## config.mk

```make
export PLATFORM = sky130hd
export DESIGN_NAME = i2c_master_bit_sequencer
export DESIGN_NICKNAME = d
export VERILOG_FILES = /design/src/i2cms_pkg.sv /design/src/i2c_master_bit_sequencer.sv /design/src/i2cms_core.sv
export SDC_FILE = /design/constraint.sdc
export NUM_CORES = 1
export LEC_CHECK = 0
export ABC_AREA = 1
export BUFFER_PORTS_ARGS = -buffer_cell sky130_fd_sc_hd__buf_4
export CELL_PAD_IN_SITES_DETAIL_PLACEMENT = 0
export CELL_PAD_IN_SITES_GLOBAL_PLACEMENT = 1
export CORE_ASPECT_RATIO = 1.25
export CORE_MARGIN = 3
export CORE_UTILIZATION = 40
export DETAILED_ROUTE_END_ITERATION = 8
export GPL_ROUTABILITY_DRIVEN = 0
export PLACE_DENSITY = 0.86
export SLEW_MARGIN = 20
export SYNTH_ARGS = -nofsm -noshare
export SYNTH_HDL_FRONTEND = slang
export SYNTH_HIERARCHICAL = 1
export SYNTH_SLANG_ARGS = --single-unit
```

## constraint.sdc

```tcl
create_clock -name clk -period 3 [get_ports clk]
set_input_delay 0.15 -clock clk [delete_from_list [all_inputs] [get_ports clk]]
set_output_delay 0.15 -clock clk [all_outputs]
set_load 0.005 [all_outputs]
```

## src/i2cms_pkg.sv

```systemverilog
// i2cms_pkg: item types and codes shared by the i2c master bit sequencer
// no dependencies; imported by i2cms_core and i2c_master_bit_sequencer

package i2cms_pkg;

    localparam logic [2:0] KIND_TICK     = 3'd0;
    localparam logic [2:0] KIND_START    = 3'd1;
    localparam logic [2:0] KIND_STOP     = 3'd2;
    localparam logic [2:0] KIND_WRITE    = 3'd3;
    localparam logic [2:0] KIND_READ_ACK = 3'd4;
    localparam logic [2:0] KIND_READ_NAK = 3'd5;

    localparam logic [15:0] HALF_PERIOD_RESET = 16'd10;

    // last step index of each command
    localparam logic [5:0] START_LAST = 6'd2;
    localparam logic [5:0] STOP_LAST  = 6'd3;
    localparam logic [5:0] WRITE_LAST = 6'd18;
    localparam logic [5:0] READ_LAST  = 6'd27;

    typedef struct packed {
        logic [2:0] kind;
        logic [7:0] data_byte;
        logic       sda_in;
    } cmd_item_t;

    typedef struct packed {
        logic       scl_out;
        logic       sda_out;
        logic       busy_res;
        logic       done_res;
        logic [7:0] read_byte;
        logic       acked;
        logic       rejected;
    } res_item_t;

endpackage

```

## src/i2c_master_bit_sequencer.sv

```systemverilog
// i2c_master_bit_sequencer: top level with input register, core and result register
// depends on i2cms_pkg and i2cms_core
//
//  channel | signals                        | direction
//  cmd     | cmd_valid cmd_ready cmd_item   | item in (kind, data_byte, sda_in)
//  res     | res_valid res_ready res_item   | one result item per command item
//  cfg     | cfg_valid cfg_ready cfg_data   | half_period write, always ready
//
// one item per cycle sustained while results are taken; each item lands in the input register,
// then the core updates its state and the result register together
// a stalled result register holds the core and the input register back
// reset clears both valid flags, pins to released and half_period to 10

module i2c_master_bit_sequencer
    import i2cms_pkg::*;
(
    input  logic        clk,
    input  logic        rst_n,
    input  logic        cmd_valid,
    output logic        cmd_ready,
    input  cmd_item_t   cmd_item,
    output logic        res_valid,
    input  logic        res_ready,
    output res_item_t   res_item,
    input  logic        cfg_valid,
    output logic        cfg_ready,
    input  logic [15:0] cfg_data
);

    logic        cmd_vld_reg;
    cmd_item_t   cmd_item_reg;
    logic        res_vld_reg;
    res_item_t   res_item_reg;
    logic [15:0] half_period_reg;
    logic        adv;
    res_item_t   core_res;

    assign adv       = cmd_vld_reg && (!res_vld_reg || res_ready);
    assign cmd_ready = !cmd_vld_reg || adv;
    assign cfg_ready = 1'b1;
    assign res_valid = res_vld_reg;
    assign res_item  = res_item_reg;

    i2cms_core u_core
    (
        .clk         (clk),
        .rst_n       (rst_n),
        .adv         (adv),
        .item        (cmd_item_reg),
        .half_period (half_period_reg),
        .res         (core_res)
    );

    always_ff @(posedge clk or negedge rst_n)
    begin
        if (!rst_n)
        begin
            cmd_vld_reg     <= 1'b0;
            res_vld_reg     <= 1'b0;
            half_period_reg <= HALF_PERIOD_RESET;
        end
        else
        begin
            if (cmd_ready)
                cmd_vld_reg <= cmd_valid;
            if (adv)
                res_vld_reg <= 1'b1;
            else if (res_ready)
                res_vld_reg <= 1'b0;
            if (cfg_valid)
                half_period_reg <= cfg_data;
        end
    end

    always_ff @(posedge clk)
    begin
        if (cmd_valid && cmd_ready)
            cmd_item_reg <= cmd_item;
        if (adv)
            res_item_reg <= core_res;
    end

endmodule

```

## src/i2cms_core.sv

```systemverilog
// i2cms_core: command state, step sequencing and pin levels
// depends on i2cms_pkg; state advances on each item taken from the input register

module i2cms_core
    import i2cms_pkg::*;
(
    input  logic        clk,
    input  logic        rst_n,
    input  logic        adv,
    input  cmd_item_t   item,
    input  logic [15:0] half_period,
    output res_item_t   res
);

    logic [2:0]  held_reg,  held_next;
    logic [5:0]  step_reg,  step_next;
    logic [15:0] wait_reg,  wait_next;
    logic [7:0]  shift_reg, shift_next;
    logic        scl_reg,   scl_next;
    logic        sda_reg,   sda_next;
    logic        ack_reg,   ack_next;
    logic [7:0]  hold_reg,  hold_next;

    logic [15:0] wait_load;
    logic [5:0]  s;
    logic [1:0]  phase;
    logic        fin;
    logic        done;
    logic        rejected;

    assign wait_load = (half_period == 16'd0) ? 16'd1 : half_period;
    assign s = step_reg + 6'd1;

    // position within the three-step bit slot of a read
    always_comb
    begin
        case (s) inside
            6'd1, 6'd4, 6'd7, 6'd10, 6'd13, 6'd16, 6'd19, 6'd22: phase = 2'd0;
            6'd2, 6'd5, 6'd8, 6'd11, 6'd14, 6'd17, 6'd20, 6'd23: phase = 2'd1;
            default: phase = 2'd2;
        endcase
    end

    always_comb
    begin
        held_next  = held_reg;
        step_next  = step_reg;
        wait_next  = wait_reg;
        shift_next = shift_reg;
        scl_next   = scl_reg;
        sda_next   = sda_reg;
        ack_next   = ack_reg;
        hold_next  = hold_reg;
        fin        = 1'b0;
        done       = 1'b0;
        rejected   = 1'b0;

        if (item.kind == KIND_TICK)
        begin
            if (held_reg != KIND_TICK)
            begin
                if (wait_reg > 16'd1)
                begin
                    wait_next = wait_reg - 16'd1;
                end
                else
                begin
                    step_next = s;
                    case (held_reg)
                        KIND_START:
                        begin
                            if (s == 6'd1)
                                sda_next = 1'b0;
                            else
                            begin
                                scl_next = 1'b0;
                                fin = 1'b1;
                            end
                        end
                        KIND_STOP:
                        begin
                            if (s == 6'd1)
                                scl_next = 1'b1;
                            else if (s == 6'd2)
                                sda_next = 1'b1;
                            else
                                fin = 1'b1;
                        end
                        KIND_WRITE:
                        begin
                            if (s < 6'd16 && s[0])
                                scl_next = 1'b1;
                            else if (s < 6'd16)
                            begin
                                scl_next   = 1'b0;
                                shift_next = {shift_reg[6:0], 1'b0};
                                sda_next   = shift_reg[6];
                            end
                            else if (s == 6'd16)
                            begin
                                scl_next = 1'b0;
                                sda_next = 1'b1;
                            end
                            else if (s == 6'd17)
                            begin
                                scl_next = 1'b1;
                                ack_next = ~item.sda_in;
                            end
                            else
                            begin
                                scl_next = 1'b0;
                                fin = 1'b1;
                            end
                        end
                        KIND_READ_ACK, KIND_READ_NAK:
                        begin
                            if (s <= 6'd24)
                            begin
                                if (phase == 2'd0)
                                    scl_next = 1'b1;
                                else if (phase == 2'd1)
                                    shift_next = {shift_reg[6:0], item.sda_in};
                                else
                                    scl_next = 1'b0;
                            end
                            else if (s == 6'd25)
                                sda_next = (held_reg == KIND_READ_NAK);
                            else if (s == 6'd26)
                                scl_next = 1'b1;
                            else
                            begin
                                scl_next  = 1'b0;
                                hold_next = shift_reg;
                                fin = 1'b1;
                            end
                        end
                        default: fin = 1'b1;
                    endcase
                    if (fin)
                    begin
                        held_next = KIND_TICK;
                        step_next = 6'd0;
                        wait_next = 16'd0;
                        done      = 1'b1;
                    end
                    else
                    begin
                        wait_next = wait_load;
                    end
                end
            end
        end
        else if (item.kind <= KIND_READ_NAK)
        begin
            if (held_reg != KIND_TICK)
            begin
                rejected = 1'b1;
            end
            else
            begin
                held_next  = item.kind;
                step_next  = 6'd0;
                wait_next  = wait_load;
                shift_next = (item.kind == KIND_WRITE) ? item.data_byte : 8'd0;
                case (item.kind)
                    KIND_START:
                    begin
                        scl_next = 1'b1;
                        sda_next = 1'b1;
                    end
                    KIND_STOP:
                    begin
                        scl_next = 1'b0;
                        sda_next = 1'b0;
                    end
                    KIND_WRITE: sda_next = item.data_byte[7];
                    default:    sda_next = 1'b1;
                endcase
            end
        end
    end

    always_ff @(posedge clk or negedge rst_n)
    begin
        if (!rst_n)
        begin
            held_reg  <= KIND_TICK;
            step_reg  <= 6'd0;
            wait_reg  <= 16'd0;
            shift_reg <= 8'd0;
            scl_reg   <= 1'b1;
            sda_reg   <= 1'b1;
            ack_reg   <= 1'b0;
            hold_reg  <= 8'd0;
        end
        else if (adv)
        begin
            held_reg  <= held_next;
            step_reg  <= step_next;
            wait_reg  <= wait_next;
            shift_reg <= shift_next;
            scl_reg   <= scl_next;
            sda_reg   <= sda_next;
            ack_reg   <= ack_next;
            hold_reg  <= hold_next;
        end
    end

    assign res.scl_out   = scl_next;
    assign res.sda_out   = sda_next;
    assign res.busy_res  = (held_next != KIND_TICK);
    assign res.done_res  = done;
    assign res.read_byte = hold_next;
    assign res.acked     = ack_next;
    assign res.rejected  = rejected;

    // idle means no step or wait pending
    a_idle_clear: assert property (@(posedge clk) disable iff (!rst_n)
        (held_reg == KIND_TICK) |-> (step_reg == 6'd0 && wait_reg == 16'd0))
        else $error("idle with step or wait pending");

    // a running command always has a wait loaded
    a_busy_wait: assert property (@(posedge clk) disable iff (!rst_n)
        (held_reg != KIND_TICK) |-> (wait_reg != 16'd0))
        else $error("busy with empty wait counter");

    a_step_range: assert property (@(posedge clk) disable iff (!rst_n)
        step_reg < READ_LAST)
        else $error("step index past last step");

    // a refused command leaves the running sequence alone
    a_reject_hold: assert property (@(posedge clk) disable iff (!rst_n)
        (adv && rejected) |=> ($stable(step_reg) && $stable(wait_reg) && $stable(held_reg)))
        else $error("rejected command disturbed the sequence");

endmodule

```

==> results_dict.tcl, run 1 <==
set metrics [dict create \
    vias 4615 \
    clock_latency_ps 340 \
    cts_max_level 3 \
    wl_met3_um 557 \
    postSynthAreaPerCell_um2 8.032 \
    synthSimpleGateAreaFrac_pct 28.64 \
    ys_ff_latch 88 \
    fin_crit_ps 2689 \
    synth_cells 661 \
    antenna_found_initial 0 \
    io_pins 50 \
    yosys-mux-area-fraction_pct 0 \
    drt-met1-wl_um 5625 \
    seq_area_frac_synth_pct 44.03 \
    critPathKind "reg -> reg" \
    wl_per_cell_um 14.20 \
    fin_nets 760 \
    ir_drop_v 0.0003111 \
    die_y_um 134.8 \
    setup_tns_ps 0 \
    fin_util_pct 48.56 \
    maxSlewViolCount 0 \
    async_flop_share_pct 70.45 \
    leakage_uw 0.002822 \
    p_switching_uw 1077 \
    drv_cap 0 \
    clock.fmax_mhz 371.9 \
    core.rowCount 46 \
    io_buffers 48 \
    min_from "cfg_data[10]" \
    synthXorXnorAreaFrac_pct 2.168 \
    relSlewSlack_pct 45.30 \
    worstPathArrival_ps 2780 \
    grt-ovfl-total 0 \
    die-area_um2 14700 \
    seqPwrFrac_pct 44.5 \
    drive_gt1_share_pct 16.87 \
    clkTransAtPathRegs_ps 70 \
    post-place-ws_ps 316.2 \
    numCtsBuffers 9 \
    setup_ws_ps 311.3 \
    cp_cell_sequence "ha_1 -> nand3_1 -> nand2_1 -> nand2_2 -> nand3_4 -> nand2_1 -> inv_1 -> nand3_1 -> nand2_1 -> nor2_2 -> nand2_2 -> nand2_1 -> nand2_1 -> nand4_1" \
    tightest_slew_ps 820.5 \
    r2r_cells 14 \
    max_stage_delay_ps 530 \
    synth_edf_count 26 \
    required_ps 3090 \
    wl_um 12650 \
    ys_dominant_reg_cell "dfrtp_1" \
    dr.pass1.iters 4 \
    crit_path_start_kind "register" \
    final_common_cell "nand2_1" \
    path_depth 14 \
    core_area_um2 12830 \
    min_path_cells 3 \
    cts.sink_count 88 \
    die_width_um 109.0 \
    hold_class "in -> reg" \
    grt_pass1_wl_um 21690 \
    r2r-start "u_core/step_reg[1]$_DFFE_PN0P_" \
    pwr-share-clk_pct 35.0 \
    grt_pass1_vias 4517 \
    synth.cell_area_um2 5309 \
    status "finished clean" \
    diodes 0 \
    drt_iter0_drc 354 \
    skew_ps 6.852 \
    synth_top_family_by_area "simple AND/OR/NAND/NOR gates" \
    crit_top_cell "nand2_1" \
    cp-end-kind "register" \
    start_util_pct 41.36 \
    crit_start "u_core/step_reg[1]$_DFFE_PN0P_" \
    track_usage_pct 18.37 \
    internal_power_uw 2287 \
    postCtsSetupRepairBufs 0 \
    hold_viol_final 0 \
    synth_compound_area_share_pct 12.92 \
    cts_tree "yes" \
    synth_warnings 6 \
    synthAdderAreaFrac_pct 2.121 \
    hold_ws_ps 9.629 \
    via_per_inst 5.180 \
    p_comb_share_pct 20.5 \
    maxUsedRoutingLayer "met4" \
    p_sw_share_pct 32.01 \
    finalCritPeriodShare_pct 89.62 \
    cp_slowest_cell "dfrtp_1" \
    grt_max_degree 63 \
    post-route-drc-count 0 \
    rsz0062_at_grt "no" \
    synth_fp_nets 703 \
    ctsLongestPathBuffers 2 \
    hpwl_um 9028 \
    synth_cell_types 49 \
    antenna_left 0 \
    setup_violations 0 \
    clockRootBuffer "clkbuf_16" \
    route.met2.wl_um 6276 \
    p_per_area_nw_per_um2 539.7 \
    final_cell_mix "158 x nand2_1, 90 x inv_1, 59 x buf_4, 59 x nor2_1, 58 x dfrtp_1" \
    worstPathMaxFanout 12 \
    crit_family "simple AND/OR/NAND/NOR gates" \
    area_delta_synth_final_pct 17.39 \
    path_buf_inv 1 \
]
cells in the mapped netlist (2+ instances only):
master | count | area share, %
dfrtp_1 | 58 | 27
ha_1 | 9 | 2.1
edfxtp_1 | 26 | 15
buf_6 | 6 | 1.3
xor2_1 | 10 | 1.6
dfstp_2 | 4 | 2.0
nand4_1 | 21 | 2.5
nand3_1 | 44 | 4.1
o21ai_1 | 14 | 1.3
nor3_1 | 8 | 0.75
buf_4 | 9 | 1.3
nand2_4 | 4 | 0.85
a31oi_1 | 5 | 0.59
or2_2 | 2 | 0.24
nand3_2 | 3 | 0.57
nor2_1 | 59 | 4.2
clkbuf_1 | 8 | 0.57
buf_2 | 4 | 0.38
nor4_1 | 2 | 0.24
o31ai_1 | 4 | 0.57
a211oi_1 | 2 | 0.28
clkinv_1 | 2 | 0.14
nor3_4 | 2 | 0.61
nand2_2 | 6 | 0.71
inv_1 | 90 | 6.4
a22oi_1 | 9 | 1.3
nand3_4 | 3 | 0.99
a21oi_1 | 17 | 1.6
o22ai_1 | 4 | 0.47
nand2_1 | 158 | 11
a221oi_1 | 4 | 0.66
o21ai_0 | 35 | 3.3
o21ai_2 | 7 | 1.2
nor2_2 | 7 | 0.82
final timing paths:
path                                                        end  slack (ps)
worst max-delay path                     res_item[11]$_DFFE_PP_         310
worst min-delay path            half_period_reg[10]$_DFFE_PN0P_          10
worst max register to register           res_item[11]$_DFFE_PP_         310
worst min register to register  u_core/shift_reg[3]$_DFFE_PN0P_         480
max in group asynchronous                 res_valid$_DFFE_PN0P_        2020
min in group asynchronous        half_period_reg[9]$_DFFE_PN0P_         440
what timing repair did:
action                    CTS  global route
gates resized for setup     0             0
hold buffers               14             0
hold endpoints to repair   71             0
metrics by stage:
step                total power (µW)  instance area, µm²  std cells
floorplan                       1994                5309        661
global placement                2176                5781        861
detailed placement              2191                5781        861
CTS                             3389                6232        891
global route                    3534                6232        891
finish                          3364                6232        891
worst register-to-register path, cell delays in order (launching register included):
cell     delay, ps
dfrtp_1        530
ha_1           420
nand3_1        150
nand2_1        110
nand2_2         90
nand3_4        130
nand2_1        100
inv_1          100
nand3_1         80
nand2_1         80
nor2_2          50
nand2_2        220
nand2_1        170
nand2_1        120
nand4_1        100
power by group through the flow:
stage	logic (µW)	clock network (µW)	registers, µW
floorplan	515	0	1480
global placement	664	0	1510
detailed placement	674	0	1520
CTS	691	1200	1490
global route	777	1240	1510
finish	690	1180	1500
kinds of logic after synthesis:
family	count (synthesis)
buffers and inverters	120
AND/OR/NAND/NOR	324
AO/OA/AOI/OAI	108
flip-flops	88
XOR/XNOR	11
adder cells (fa/ha/maj)	9
other	1
layer usage:
layer / vias up / GRT usage, %
li1: 2298 / -
met1: 2183 / 24.51
met2: 116 / 30.33
met3: 18 / 3.013
met4: 0 / 5.965
met5: - / 0
cell type report:
class                           instances  area [µm²]
Clock buffer                            9       225.2
Clock inverter                          7       86.33
Fill cell                            1233        6603
Inverter                               93       349.1
Multi-Input combinational cell        453        2441
Sequential cell                        88        2337
Tap cell                              168       210.2
Timing Repair Buffer                   73       583.1
Power figures use the tool's default switching activity.
==> inputs of run 2 (changes only) <==
ABC_AREA = 0   (was 1)
PLACE_DENSITY = 0.83   (was 0.86)
==> results_dict.tcl, run 2 <==
set metrics [dict create \
    status "finished clean" \
    cp-end-kind "register" \
    antenna_left 0 \
    core.rowCount 45 \
    skew_ps 6.261 \
    via_per_inst 5.753 \
    grt_max_degree 63 \
    wl_met3_um 605 \
    maxUsedRoutingLayer "met4" \
    cts_tree "yes" \
    synth_warnings 6 \
    p_comb_share_pct 29.6 \
    core_area_um2 12440 \
    grt-ovfl-total 0 \
    wl_um 13100 \
    placedCellCount 731 \
    cts.sink_count 88 \
    critPathKind "reg -> reg" \
    track_usage_pct 18.92 \
    synth.cell_area_um2 5191 \
    finalCritPeriodShare_pct 94.33 \
    async_flop_share_pct 70.45 \
    drt_iter0_drc 313 \
    final_cell_mix "77 x buf_4, 56 x dfrtp_1, 41 x nand2_1, 35 x o21ai_0, 34 x nor2_1" \
    synth_fp_nets 564 \
    grt_pass1_wl_um 21850 \
    drive_gt1_share_pct 27.26 \
    relSlewSlack_pct 47.42 \
    final_common_cell "buf_4" \
    worstPathMaxFanout 11 \
    wl_per_cell_um 17.19 \
    drt-met1-wl_um 5303 \
    fin_cells 762 \
    synth_top_area_cell "dfrtp_1" \
    grt_pass1_vias 4387 \
    setup_violations 0 \
    setup_tns_ps 0 \
    fin_nets 635 \
    die_width_um 107.9 \
    fin_area_um2 6276 \
    clkTransAtPathRegs_ps 70 \
    hold_viol_final 0 \
    netlist_top_cells_count "58 x dfrtp_1, 41 x nand2_1, 36 x o21ai_0" \
    numCtsBuffers 9 \
    internal_power_uw 2690 \
    io_pins 50 \
    worstPathArrival_ps 3050 \
    setup_ws_ps 170.1 \
    pwr-share-clk_pct 27.5 \
    crit_path_start_kind "register" \
    synth_area_leaders "dfrtp_1 28%, edfxtp_1 15%, mux2_2 6.7%, o21ai_0 3.5%, nand2_1 3.0%" \
    p_sw_share_pct 34.72 \
    area_delta_synth_final_pct 20.90 \
    io_buffers 48 \
    post-place-ws_ps -53.01 \
    ir_drop_v 0.0004517 \
    antenna_found_initial 0 \
    p_per_area_nw_per_um2 656.6 \
    synth_edf_count 26 \
    hold_ws_ps 33.69 \
    clock_latency_ps 340 \
    start_util_pct 41.72 \
    ys_ff_latch 88 \
    leakage_uw 0.002673 \
    place_area_um2 5787 \
    required_ps 3220 \
    route.met2.wl_um 6777 \
    post-route-drc-count 0 \
    synth_cells 522 \
    hpwl_um 9218 \
    hold_class "in -> reg" \
    tightest_slew_ps 788.7 \
    die-area_um2 14390 \
    seqPwrFrac_pct 42.9 \
    ctsLongestPathBuffers 2 \
    dr.pass1.iters 5 \
    yosysMostFrequentCell "dfrtp_1" \
    ys_dominant_reg_cell "dfrtp_1" \
    clockRootBuffer "clkbuf_16" \
    diodes 0 \
    fin_crit_ps 2830 \
    p_switching_uw 1431 \
    rsz0062_at_grt "no" \
    clock.fmax_mhz 353.4 \
    yosys.area.top_type_share_pct 27.96 \
    vias 4384 \
    drv_cap 0 \
    synth_cell_types 72 \
    seq_area_frac_synth_pct 45.02 \
    postSynthAreaPerCell_um2 9.945 \
    maxSlewViolCount 0 \
    cts_max_level 3 \
    die_y_um 133.4 \
]
==> run 2: critical path: stages (launching register included) <==
cell and delay [ps]:
dfrtp_2 480, ha_2 270, buf_4 170, nor2b_1 270, nand2b_1 240, nand3_1 130
a311oi_2 340, nor2b_1 270, o31ai_4 100, buf_12 160, mux2_2 270
==> run 2: final timing paths <==
path | start | endpoint | slack (ps) | cells past startpoint
worst min register to register | cmd_vld_reg$_DFFE_PN0P_ | res_valid$_DFFE_PN0P_ | 480 | 1
worst max-delay path | u_core/step_reg[1]$_DFFE_PN0P_ | u_core/shift_reg[0]$_DFFE_PN0P_ | 170 | 10
worst max register to register | u_core/step_reg[1]$_DFFE_PN0P_ | u_core/shift_reg[0]$_DFFE_PN0P_ | 170 | 10
min in group asynchronous | rst_n | half_period_reg[15]$_DFFE_PN0P_ | 430 | 2
max in group asynchronous | rst_n | u_core/step_reg[0]$_DFFE_PN0P_ | 2000 | 2
worst min-delay path | cfg_data[6] | half_period_reg[6]$_DFFE_PN0P_ | 30 | 2
==> run 2: repair_timing <==
action / in CTS / in global routing
endpoints found under the setup margin: 19 / 36
endpoints found under the hold margin: 71 / 0
hold buffers: 14 / 0
pin swaps: 1 / 0
buffers inserted: 1 / 0
resized for setup: 1 / 7
==> run 2: cell families after synthesis <==
logic type	Yosys count	synth area share, %
compound gates	134	17.14
simple gates	186	19.45
fa+ha+maj	9	2.169
xor+xnor	4	0.6750
buf+inv	57	5.471
mux	43	10.00
flops	88	45.02
other cells	1	0.07224
==> run 2: per-stage QoR <==
stage                     total power (µW)  utilization (%)
final                                 4121            50.44
after global routing                  4373            50.44
after CTS                             4126            50.24
after detailed placement              2953            46.51
after global placement                2921            46.51
after floorplan                       2574                -
==> run 2: per-layer routing <==
| layer | up-vias | track usage, % |
|---|---|---|
| met4 | 0 | 8.281 |
| met2 | 177 | 32.30 |
| met3 | 34 | 3.248 |
| li1 | 2083 | - |
| met1 | 2090 | 23.29 |
| met5 | - | 0 |
==> run 2: cell type report <==
type	count	area [µm²]
Tap cell	164	205.2
Sequential cell	88	2340
Clock buffer	9	225.2
Clock inverter	7	77.57
Fill cell	1084	6167
Inverter	25	93.84
Timing Repair Buffer	92	738.2
Multi-Input combinational cell	377	2596
==> run 2: power by group through the flow <==
| stage | combinational (µW) | sequential, µW | clock, µW |
|---|---|---|---|
| 3_3_place_gp | 1150 | 1770 | 0 |
| 2_1_floorplan | 868 | 1710 | 0 |
| 4_1_cts | 1200 | 1760 | 1160 |
| 6_report | 1220 | 1770 | 1130 |
| 5_1_grt | 1350 | 1810 | 1220 |
| 3_5_place_dp | 1170 | 1780 | 0 |
